### src/rtl/ekdm_pkg.sv
// Shared types and constants for the earliest-k dedup merger.
`default_nettype none

package ekdm_pkg;

    // List depth and derived index width
    localparam int SLOTS = 4;
    localparam int IDX_W = (SLOTS > 1) ? $clog2(SLOTS) : 1;

    // Field widths
    localparam int TIME_W   = 32;
    localparam int AGE_W    = 20;
    localparam int MINUTE_W = 27;  // floor((2^32 - 1) / 60) fits in 27 bits

    localparam logic [AGE_W-1:0] AGE_RESET = AGE_W'(3600);

    // t / 60 == (t * ceil(2^37 / 60)) >> 37 for every 32-bit t
    localparam logic [TIME_W-1:0] MIN_RECIP = 32'h8888_8889;
    localparam int                MIN_SHIFT = 37;

    // Input item codes
    typedef enum logic [1:0] {
        FUNC_START  = 2'd0,
        FUNC_RT     = 2'd1,
        FUNC_HINT   = 2'd2,
        FUNC_FINISH = 2'd3
    } func_t;

    // One list entry, carried cell to cell
    typedef struct packed {
        logic                valid;
        logic [TIME_W-1:0]   time_s;
        logic [MINUTE_W-1:0] minute;
        logic                hint;
    } entry_t;

    // Per-cycle commands broadcast to every cell
    typedef struct packed {
        logic clear;
        logic insert;
        logic rotate;
    } cell_ctrl_t;

endpackage : ekdm_pkg

`default_nettype wire

### src/rtl/ekdm_screen.sv
// Candidate qualification, minute computation and hint-usability decision.
`default_nettype none

module ekdm_screen
    import ekdm_pkg::*;
(
    input  wire logic [1:0]          func,
    input  wire logic [TIME_W-1:0]   now_time,
    input  wire logic [TIME_W-1:0]   fetched_time,
    input  wire logic [TIME_W-1:0]   cand_time,
    input  wire logic                cand_valid,
    input  wire logic [TIME_W-1:0]   current_time,
    input  wire logic                hints_usable,
    input  wire logic [AGE_W-1:0]    max_hint_age,
    output logic                     cand_ok,
    output logic                     cand_hint,
    output logic [MINUTE_W-1:0]      cand_minute,
    output logic                     hints_next
);

    logic [2*TIME_W-1:0] prod;
    logic [TIME_W-1:0]   age_diff;
    logic                not_past;

    // Minute index by reciprocal multiply
    assign prod        = {{TIME_W{1'b0}}, cand_time} * {{TIME_W{1'b0}}, MIN_RECIP};
    assign cand_minute = prod[MIN_SHIFT +: MINUTE_W];

    // Hints usable: fetched, and either in the future or young enough
    assign age_diff   = now_time - fetched_time;
    assign hints_next = (fetched_time != '0) &&
                        ((fetched_time > now_time) ||
                         (age_diff < {{(TIME_W-AGE_W){1'b0}}, max_hint_age}));

    assign not_past = (cand_time >= current_time);

    // Acceptance by item kind
    always_comb begin
        cand_ok   = 1'b0;
        cand_hint = 1'b0;
        unique case (func_t'(func))
            FUNC_RT: begin
                cand_ok = cand_valid && not_past;
            end
            FUNC_HINT: begin
                cand_ok   = hints_usable && (cand_time != '0) && not_past;
                cand_hint = 1'b1;
            end
            FUNC_START, FUNC_FINISH: begin
                cand_ok = 1'b0;
            end
            default: begin
                cand_ok = 1'b0;
            end
        endcase
    end

endmodule : ekdm_screen

`default_nettype wire

### src/rtl/ekdm_cell.sv
// One slot of the sorted list: compare, insert-shift and rotate.
`default_nettype none

module ekdm_cell
    import ekdm_pkg::*;
(
    input  wire logic       aclk,
    input  wire logic       aresetn,
    input  wire cell_ctrl_t ctrl,
    input  wire entry_t     cand,
    input  wire entry_t     left_entry,
    input  wire logic       left_take,
    input  wire entry_t     right_entry,
    output entry_t          entry,
    output logic            take,
    output logic            dup
);

    entry_t entry_reg;
    entry_t entry_next;

    // Slot yields to the candidate when empty or later than it
    assign take  = !entry_reg.valid || (cand.time_s < entry_reg.time_s);
    assign dup   = entry_reg.valid && (entry_reg.minute == cand.minute);
    assign entry = entry_reg;

    always_comb begin
        entry_next = entry_reg;
        priority if (ctrl.clear) begin
            entry_next.valid = 1'b0;
        end else if (ctrl.insert) begin
            if (take) begin
                entry_next = left_take ? left_entry : cand;
            end
        end else if (ctrl.rotate) begin
            entry_next = right_entry;
        end
    end

    always_ff @(posedge aclk) begin
        if (!aresetn) begin
            entry_reg.valid  <= 1'b0;
            entry_reg.time_s <= '0;
            entry_reg.minute <= '0;
            entry_reg.hint   <= 1'b0;
        end else begin
            entry_reg <= entry_next;
        end
    end

endmodule : ekdm_cell

`default_nettype wire

### src/rtl/earliest_k_dedup_merger_core.sv
// Top level of the earliest-k dedup merger: control, registers and cell chain.
`default_nettype none

// Keeps the SLOTS earliest departure times in ascending order in a chain of
// cells; times in one whole minute count once. A start item clears the list
// and latches the time and hint decision. A candidate is qualified and gets
// its minute index from a reciprocal multiply when it is accepted; in the
// insert state it is compared against every cell and the sorted insert is
// done in one shift of the chain. A finish item rotates the chain once per
// result, stalling while m_ready holds off a result; the list is intact
// after the last result. The next item is taken as soon as the last result
// sits in the output register.
module earliest_k_dedup_merger_core
    import ekdm_pkg::*;
(
    input  wire logic               aclk,
    input  wire logic               aresetn,
    // configuration
    input  wire logic               cfg_we,
    input  wire logic [AGE_W-1:0]   cfg_wdata,
    // input channel
    input  wire logic               s_valid,
    output logic                    s_ready,
    input  wire logic [1:0]         s_func,
    input  wire logic [TIME_W-1:0]  s_now_time,
    input  wire logic [TIME_W-1:0]  s_fetched_time,
    input  wire logic [TIME_W-1:0]  s_cand_time,
    input  wire logic               s_cand_valid,
    // result channel
    output logic                    m_valid,
    input  wire logic               m_ready,
    output logic                    m_slot_valid,
    output logic [TIME_W-1:0]       m_slot_time,
    output logic                    m_slot_is_hint,
    output logic                    m_last
);

    typedef enum logic [1:0] {
        ST_IDLE,
        ST_INSERT,
        ST_EMIT
    } state_t;

    state_t              state_reg;
    logic [IDX_W-1:0]    cnt_reg;
    logic [AGE_W-1:0]    age_reg;
    logic [TIME_W-1:0]   cur_time_reg;
    logic                hints_reg;
    entry_t              pend_reg;
    logic                pend_ok_reg;
    logic                m_valid_reg;
    logic                m_slot_valid_reg;
    logic [TIME_W-1:0]   m_slot_time_reg;
    logic                m_slot_is_hint_reg;
    logic                m_last_reg;

    logic                accept;
    logic                cand_ok;
    logic                cand_hint;
    logic [MINUTE_W-1:0] cand_minute;
    logic                hints_next;
    logic                emit_load;
    logic                dup_any;
    cell_ctrl_t          ctrl;

    entry_t              cell_entry [SLOTS];
    entry_t              left_entry [SLOTS];
    entry_t              right_entry [SLOTS];
    logic [SLOTS-1:0]    cell_take;
    logic [SLOTS-1:0]    cell_dup;
    logic [SLOTS-1:0]    left_take;

    assign s_ready = (state_reg == ST_IDLE);
    assign accept  = s_valid && s_ready;

    ekdm_screen u_screen (
        .func         (s_func),
        .now_time     (s_now_time),
        .fetched_time (s_fetched_time),
        .cand_time    (s_cand_time),
        .cand_valid   (s_cand_valid),
        .current_time (cur_time_reg),
        .hints_usable (hints_reg),
        .max_hint_age (age_reg),
        .cand_ok      (cand_ok),
        .cand_hint    (cand_hint),
        .cand_minute  (cand_minute),
        .hints_next   (hints_next)
    );

    // Chain commands
    assign dup_any   = |cell_dup;
    assign emit_load = (state_reg == ST_EMIT) && (!m_valid_reg || m_ready);

    always_comb begin
        ctrl.clear  = accept && (func_t'(s_func) == FUNC_START);
        ctrl.insert = (state_reg == ST_INSERT) && pend_ok_reg && !dup_any;
        ctrl.rotate = emit_load;
    end

    // Neighbor wiring: shift right on insert, rotate left on emit
    always_comb begin
        for (int i = 0; i < SLOTS; i++) begin
            if (i == 0) begin
                left_entry[i] = '0;
                left_take[i]  = 1'b0;
            end else begin
                left_entry[i] = cell_entry[i-1];
                left_take[i]  = cell_take[i-1];
            end
            right_entry[i] = (i == SLOTS-1) ? cell_entry[0] : cell_entry[(i+1) % SLOTS];
        end
    end

    for (genvar g = 0; g < SLOTS; g++) begin : g_cell
        ekdm_cell u_cell (
            .aclk        (aclk),
            .aresetn     (aresetn),
            .ctrl        (ctrl),
            .cand        (pend_reg),
            .left_entry  (left_entry[g]),
            .left_take   (left_take[g]),
            .right_entry (right_entry[g]),
            .entry       (cell_entry[g]),
            .take        (cell_take[g]),
            .dup         (cell_dup[g])
        );
    end

    // Configuration register
    always_ff @(posedge aclk) begin
        if (!aresetn) begin
            age_reg <= AGE_RESET;
        end else if (cfg_we) begin
            age_reg <= cfg_wdata;
        end
    end

    // Pending candidate, filled at acceptance
    always_ff @(posedge aclk) begin
        if (accept) begin
            pend_reg.valid  <= 1'b1;
            pend_reg.time_s <= s_cand_time;
            pend_reg.minute <= cand_minute;
            pend_reg.hint   <= cand_hint;
        end
    end

    // Control FSM and registered outputs
    always_ff @(posedge aclk) begin
        if (!aresetn) begin
            state_reg    <= ST_IDLE;
            cnt_reg      <= '0;
            cur_time_reg <= '0;
            hints_reg    <= 1'b0;
            pend_ok_reg  <= 1'b0;
            m_valid_reg  <= 1'b0;
            m_last_reg   <= 1'b0;
        end else begin
            // drop the held result once taken, unless a new one replaces it
            if (m_valid_reg && m_ready && !emit_load) begin
                m_valid_reg <= 1'b0;
            end
            unique case (state_reg)
                ST_IDLE: begin
                    if (accept) begin
                        pend_ok_reg <= cand_ok;
                        unique case (func_t'(s_func))
                            FUNC_START: begin
                                cur_time_reg <= s_now_time;
                                hints_reg    <= hints_next;
                            end
                            FUNC_RT, FUNC_HINT: begin
                                state_reg <= ST_INSERT;
                            end
                            FUNC_FINISH: begin
                                cnt_reg   <= '0;
                                state_reg <= ST_EMIT;
                            end
                            default: begin
                                state_reg <= ST_IDLE;
                            end
                        endcase
                    end
                end
                ST_INSERT: begin
                    state_reg <= ST_IDLE;
                end
                ST_EMIT: begin
                    if (emit_load) begin
                        m_valid_reg        <= 1'b1;
                        m_slot_valid_reg   <= cell_entry[0].valid;
                        m_slot_time_reg    <= cell_entry[0].valid ? cell_entry[0].time_s : '0;
                        m_slot_is_hint_reg <= cell_entry[0].valid && cell_entry[0].hint;
                        m_last_reg         <= (cnt_reg == IDX_W'(SLOTS-1));
                        cnt_reg            <= cnt_reg + 1'b1;
                        if (cnt_reg == IDX_W'(SLOTS-1)) begin
                            state_reg <= ST_IDLE;
                        end
                    end
                end
                default: begin
                    state_reg <= ST_IDLE;
                end
            endcase
        end
    end

    assign m_valid        = m_valid_reg;
    assign m_slot_valid   = m_slot_valid_reg;
    assign m_slot_time    = m_slot_time_reg;
    assign m_slot_is_hint = m_slot_is_hint_reg;
    assign m_last         = m_last_reg;

endmodule : earliest_k_dedup_merger_core

`default_nettype wire

### config.mk
export PLATFORM = sky130hd
export DESIGN_NAME = earliest_k_dedup_merger_core
export DESIGN_NICKNAME = d
export VERILOG_FILES = /design/src/rtl/ekdm_pkg.sv /design/src/rtl/ekdm_screen.sv /design/src/rtl/ekdm_cell.sv /design/src/rtl/earliest_k_dedup_merger_core.sv
export SDC_FILE = /design/constraint.sdc
export NUM_CORES = 2
export LEC_CHECK = 0
export ABC_CLOCK_PERIOD_IN_PS = 8500
export BUFFER_PORTS_ARGS = -buffer_cell sky130_fd_sc_hd__buf_2
export CAP_MARGIN = 20
export CELL_PAD_IN_SITES_DETAIL_PLACEMENT = 0
export CELL_PAD_IN_SITES_GLOBAL_PLACEMENT = 1
export CORE_UTILIZATION = 50
export DETAILED_ROUTE_END_ITERATION = 10
export PLACE_DENSITY_LB_ADDON = 0.1
export REMOVE_ABC_BUFFERS = 1
export SYNTH_ARGS = -nofsm -noshare
export SYNTH_HDL_FRONTEND = slang
export SYNTH_SLANG_ARGS = --single-unit
### constraint.sdc
create_clock -name aclk -period 8.5 [get_ports aclk]
set_input_delay 0 -clock aclk [delete_from_list [all_inputs] [get_ports aclk]]
set_output_delay 0 -clock aclk [all_outputs]
set_load 0.01 [all_outputs]
# == Yosys cells after proc, flatten, opt, wreduce, memory -nomap -nowiden ==
# Cells that the tools add are included.
# word_totals
regBits,398
input_bits,124
output_inout_bits,37
elab_cells,143
# classes
n_addsub,2
multipliers,1
order_cmp,7
eq_ne,19
mux,29
bitwise_logic,2
n_reduce_logical,53
# ops
operator,n
$mux 61,15
$lt 32x32->1,4
$eq 27x27->1,4
$mul 32x32->64 const B,1
$reduce_bool 32->1,2
$ge 32x32->1,1
$gt 32x32->1,1
$lt 32x20->1,1
$sub 32x32->32,1
$reduce_and 3->1,6
$logic_and 1x1->1,16
$ne 2x1->1 const B,7
$mux 2,6
$pmux 2 s2,3
$reduce_and 2->1,6
$eq 2x2->1 const B,4
$reduce_and 4->1,2
$logic_not 1->1,7
$logic_or 1x1->1,6
$reduce_or 2->1,3
$eq 2x1->1 const B,2
$logic_not 2->1,2
$mux 1,4
$reduce_bool 2->1,2
other kinds (6),7

# == Depth between registers and ports, before layout ==
# depth
word_depth,8
depth_mapped,23
depth_no_buf,23

# == Modules after synthesis ==
# Synthesis repeated with hierarchy kept, for this count alone.
# hier_totals
hier_cells,4138
hier_area_um2,37536.0
# modules_own_cells
mod,n_inst,cells_per_inst,area_per_inst_um2,seq_area_each_um2
ekdm_cell,4,559,4764.6,1221.2
ekdm_screen,1,1519,13072.5,0.0
earliest_k_dedup_merger_core,1,383,5405.2,4023.9

# == Worst setup path after synthesis ==
# Ideal clock, no wire load.
# synth_path
kind,input port to flip-flop
startpoint,input port s_cand_time[1]
endpoint,register pend_reg[18] (netlist name) (data pin)
setup_time_ns,0.269
t_arrival_ns,5.659
t_required_ns,8.231
slack_ns,2.573
path_stages,21
path_buffers,0
cell_sequence,ha_1 -> inv_1 -> fa_1 -> inv_1 -> fa_1 -> inv_1 -> fa_1 -> fa_1 -> inv_1 -> fa_1 -> inv_1 -> fa_1 -> inv_1 -> ha_1 -> and3_1 -> nand4_1 -> o311a_1 -> o31ai_1 -> a41oi_1 -> o31ai_1 -> xor2_1
# synth_via
elab_chain_cells,1
# synth_rtl
item,line_no,text
start: declaration,earliest_k_dedup_merger_core.sv:27,"input wire logic [TIME_W-1:0] s_cand_time,"
$mul 32x32->64,ekdm_screen.sv:26,"assign prod = {{TIME_W{1'b0}}, cand_time} * {{TIME_W{1'b0}}, MIN_RECIP};"
net cand_minute[17],earliest_k_dedup_merger_core.sv:60,logic [MINUTE_W-1:0] cand_minute;
end: declaration,earliest_k_dedup_merger_core.sv:49,entry_t pend_reg;
# The timed path passes the listed nets, and every way through them passes these cells.
# A chain may end at the register's enable or synchronous reset.

# == Worst setup path after layout ==
# layout_path
startpoint,input port s_cand_time[5]
endpoint,register pend_reg[18] (netlist name) (data pin)
# Same word-level chain as after synthesis.

==> impl.org <==
** Logic synthesis
- Total of flip-flops plus latches after synthesis :: 398
- Of all flip-flops after synthesis, the portion carrying an async set or reset was 0.
- Distinct cell type count of the synthesized netlist :: 79
- Yosys mapped a number of flops with a built-in enable equal to 94.
- A synthesized cell averages 9.43 µm².
- Gate Count Post-Synth :: 3736
- Part of the Yosys area used for sequential elements :: 0.253
- The Yosys step of the flow raised 0 warnings.
- For this run, the leading register cell type out of synthesis is dfxtp_1.
- Cell area after synthesis :: between 30000 and 40000 µm²

** Critical path
- CP cell instances :: dlygate4sd3_1, buf_2, ha_1, inv_1, fa_1, inv_1, fa_1, inv_1, fa_1, fa_1, inv_1, fa_1, inv_1, fa_1, inv_1, ha_1, and3_1, nand4_1, o311a_1, o31ai_1, a41oi_1, o31ai_1, xor2_1
- Kind of start point of the critical path :: input port
- Crit-path slowest cell :: fa_1
- The worst setup path is of the input port to flop kind.
- Startpoint of the most critical register-to-register path :: pend_reg[16]
- STA puts the critical path data required time at 8.80 ns.
- Worst-path maximum fanout :: 8
- Worst endpoint data arrival time :: 6.98 ns
- STA classifies the critical path endpoint as a flop.
- The worst register-to-register path has a depth of 10.
- Longest individual stage delay on the worst path :: 0.58 ns
- Worst reg-to-reg setup slack :: 3.84 ns
- Reg2reg end :: g_cell[0].u_cell.entry[58]

** Timing
- Timing would allow up to 150 MHz.
- Total count of hold-check failures in the final report :: 0
- Final hold analysis gives a worst-case slack of 0.0349 ns.
- Setup repair after global routing left no endpoint under its margin.
- Final min period :: 6.68 ns
- For the pin with the worst max-slew slack, the measured transition is ~1.1 ns.
- Of the available clock period, the critical path in the final layout requires 0.786.
- Number of setup violations in the final report :: 0
- Max Slew Vio Count :: 0
- Headroom to the max-slew limit :: 0.265
- On the final layout, the worst clock skew is about 0.039 ns.

** CTS
- For the worst-skew pair, the clock arrives at the later sink with an insertion delay of 0.60 ns.
- The tree built by TritonCTS fans out to ~400 sinks.
- Number of buffers inserted by post-CTS setup repair :: 0
- TritonCTS clock tree :: done
- Reg clk slew, reported paths :: 0.06 ns
- Bufs on Longest Clock Path :: 3
- Root buffer cell :: clkbuf_16
- TritonCTS created a little under 50 clock buffers.
- The H-tree was split into 2 levels.

** Floorplan
- Area of the placeable core :: 69200 µm²
- Number of core rows :: 96
- In this run the count of I/O pins placed on the die edge is between 150 and 200.
- Die H :: roughly 270 µm
- For this configuration, the core starts out at a cell density of 0.509.
- The die is 267 µm wide.
- Die Footprint :: around 72000 µm²

** Hold path
- The worst hold path passes through 2 cells.
- Startpoint of the lowest-slack hold path :: cfg_we
- Endpoint of the worst hold-timing path :: age_reg[4]
- In this run the worst hold path is classified as input port to flop.

** Drt
- Wires add up to ~110000 µm.
- Routed wire length per instance :: 23.2 µm
- Number of design-rule violations left by the first detailed-router iteration :: 2354
- The routed layout has 28900 vias.
- Dividing the detail-routed via count by the number of cells gives just under 6.
- Iteration count of the initial detailed-routing pass :: 6
- DRC violation count after routing :: 0
- Remaining antenna violation count after routing :: 0

** Cells and area
- The finished cells cover 39200 µm².
- Area added between synthesis and finish :: 11.3%
- N_diodes :: 0
- Leaving out fill and tap cells, the most frequent cell in the layout is inv_1.
- Commonest cells after routing, fill and taps aside :: inv_1 (546), ha_1 (511), dfxtp_1 (304), mux2i_1 (199), a21oi_1 (165)
- The filler cells instantiated in the layout total 6292.
- Of the cells placed in the final design, the portion with a size suffix greater than 1 is 0.118.
- Flip-flop count of the largest register, all copies and words added :: 244
- In the final design database the tool counted around 4700 nets.
- Once layout is complete, the utilization of the core stands at 0.567.

** Power and ir drop
- Switching pwr :: about 4.6 mW
- The share of total power dissipated in combinational logic is 0.567.
- The share of total power dissipated in the clock network is 0.196.
- The share of total power dissipated in sequential elements is 0.237.
- PwrDens :: 263 nW/µm²
- Static Leakage :: 17.1 nW
- Across the VDD grid, the largest voltage drop is 0.265 mV.
- The internal power of the cells totals between 5 and 6 mW.
- Proportion of total power due to net switching :: 0.448

** Place
- Detailed placement finished with a half-perimeter wire length of 81000 µm.
- Port bufs :: 160
- After detailed placement, the total cell area comes to 36700 µm².
- Routability congestion estimate from global placement :: 0.913

** Run status
- The run finished with clean final reports.

** Global routing
- Wire length of the first global-routing pass :: 173000 µm
- Entering global routing, the biggest net connects between 100 and 150 pins.
- The number of global-route vias before repair was 29100.
- In the global route stage, overall resource usage came out at 0.313.
- The number of antenna violations at the first check in global routing came to 1.
- After global routing the overflow that remains totals 0.

** Run
- Max-cap violations in this run came to 0.
## worst max path at each step
| stage | start | endpoint | slack (ns) | cells after the start |
|---|---|---|---|---|
| after floorplan | pend_reg[26] | g_cell[1].u_cell.entry[0] | -6.32 | 8 |
| after global placement | s_cand_time[1] | pend_reg[18] | 1.86 | 22 |
| after detailed placement | s_cand_time[5] | pend_reg[18] | 1.79 | 22 |
| after CTS | s_cand_time[5] | pend_reg[18] | 1.86 | 23 |
| after global routing | s_cand_time[5] | pend_reg[18] | 1.51 | 23 |
| final | s_cand_time[5] | pend_reg[18] | 1.82 | 23 |
## worst max-delay path: cells and delay by family
family          cells  cell delay (ns)
compound gates      4             1.54
xor+xnor            1             0.11
simple gates        2             0.36
buf+inv             8             1.10
fa+ha+maj           8             3.86
## synthesized netlist by cell type, drive strengths merged, types with 34 or more instances
library cell  instances  area, µm²
xnor2               119       1040
nor2                101        382
edfxtp               94       2820
fa                  158       3160
o21ai               144        724
a211oi               45        348
xor2                 40        350
mux2i               199       1990
a311oi               34        298
and2                 40        250
a21oi               166        831
inv                 547       2050
nand4                74        463
a21o                 90        676
clkbuf              106        398
mux2                150       1690
o22ai                95        594
nand2               157        589
ha                  511       6390
buf                  84        435
nor3                 56        285
a221oi               38        458
dfxtp               304       6090
a22oi                62        465
## metal layers
metal / global-route usage / wire length (µm) / vias to the layer above
met5: 0 / 0 / -
met4: 0.0865 / 2930 / 0
met3: 0.0394 / 6540 / 193
met2: 0.504 / 51300 / 873
met1: 0.440 / 51900 / 14300
li1: - / - / 13600
## power groups by stage
stage	registers, mW	logic, mW	clock network (mW)
6_report	2.44	5.85	2.02
5_1_grt	2.45	6.57	2.13
4_1_cts	2.43	5.79	2.05
3_5_place_dp	2.47	5.68	0
3_3_place_gp	2.47	5.70	0
2_1_floorplan	2.35	4.11	0
## layout make-up
type                    instances  area (µm²)  area share
clock inverters                16         135     0.00345
well taps                     931        1160      0.0297
repair buffers                285        2020      0.0516
multi-input cells            2601       23600       0.601
inverters                     547        2050      0.0524
flip-flops and latches        398        8910       0.227
clock buffers                  70        1380      0.0351
## cells by family after synthesis
logic type | share of synthesized area
adders and majority gates | 0.271
buffers and inverters | 0.0819
and+or+nand+nor | 0.0830
DFF | 0.253
muxes | 0.104
AOI/OAI and AO/OA | 0.167
xor gates and xnor gates | 0.0395
## timing repair
action | CTS | global route
hold buffers | 97 | 0
endpoints found under the hold margin | 97 | 0
gates resized for setup | 0 | 0
## metrics by stage
stage | power (mW) | setup WS (ns) | cells | setup TNS (ns)
after floorplan | 6.46 | -6.32 | 3546 | -726.17
after global placement | 8.17 | 1.86 | 4664 | 0
after detailed placement | 8.15 | 1.79 | 4664 | 0
after CTS | 10.3 | 1.86 | 4847 | 0
after global routing | 11.2 | 1.51 | 4848 | 0
final | 10.3 | 1.82 | 4848 | 0
Power figures use the tool's default switching activity.
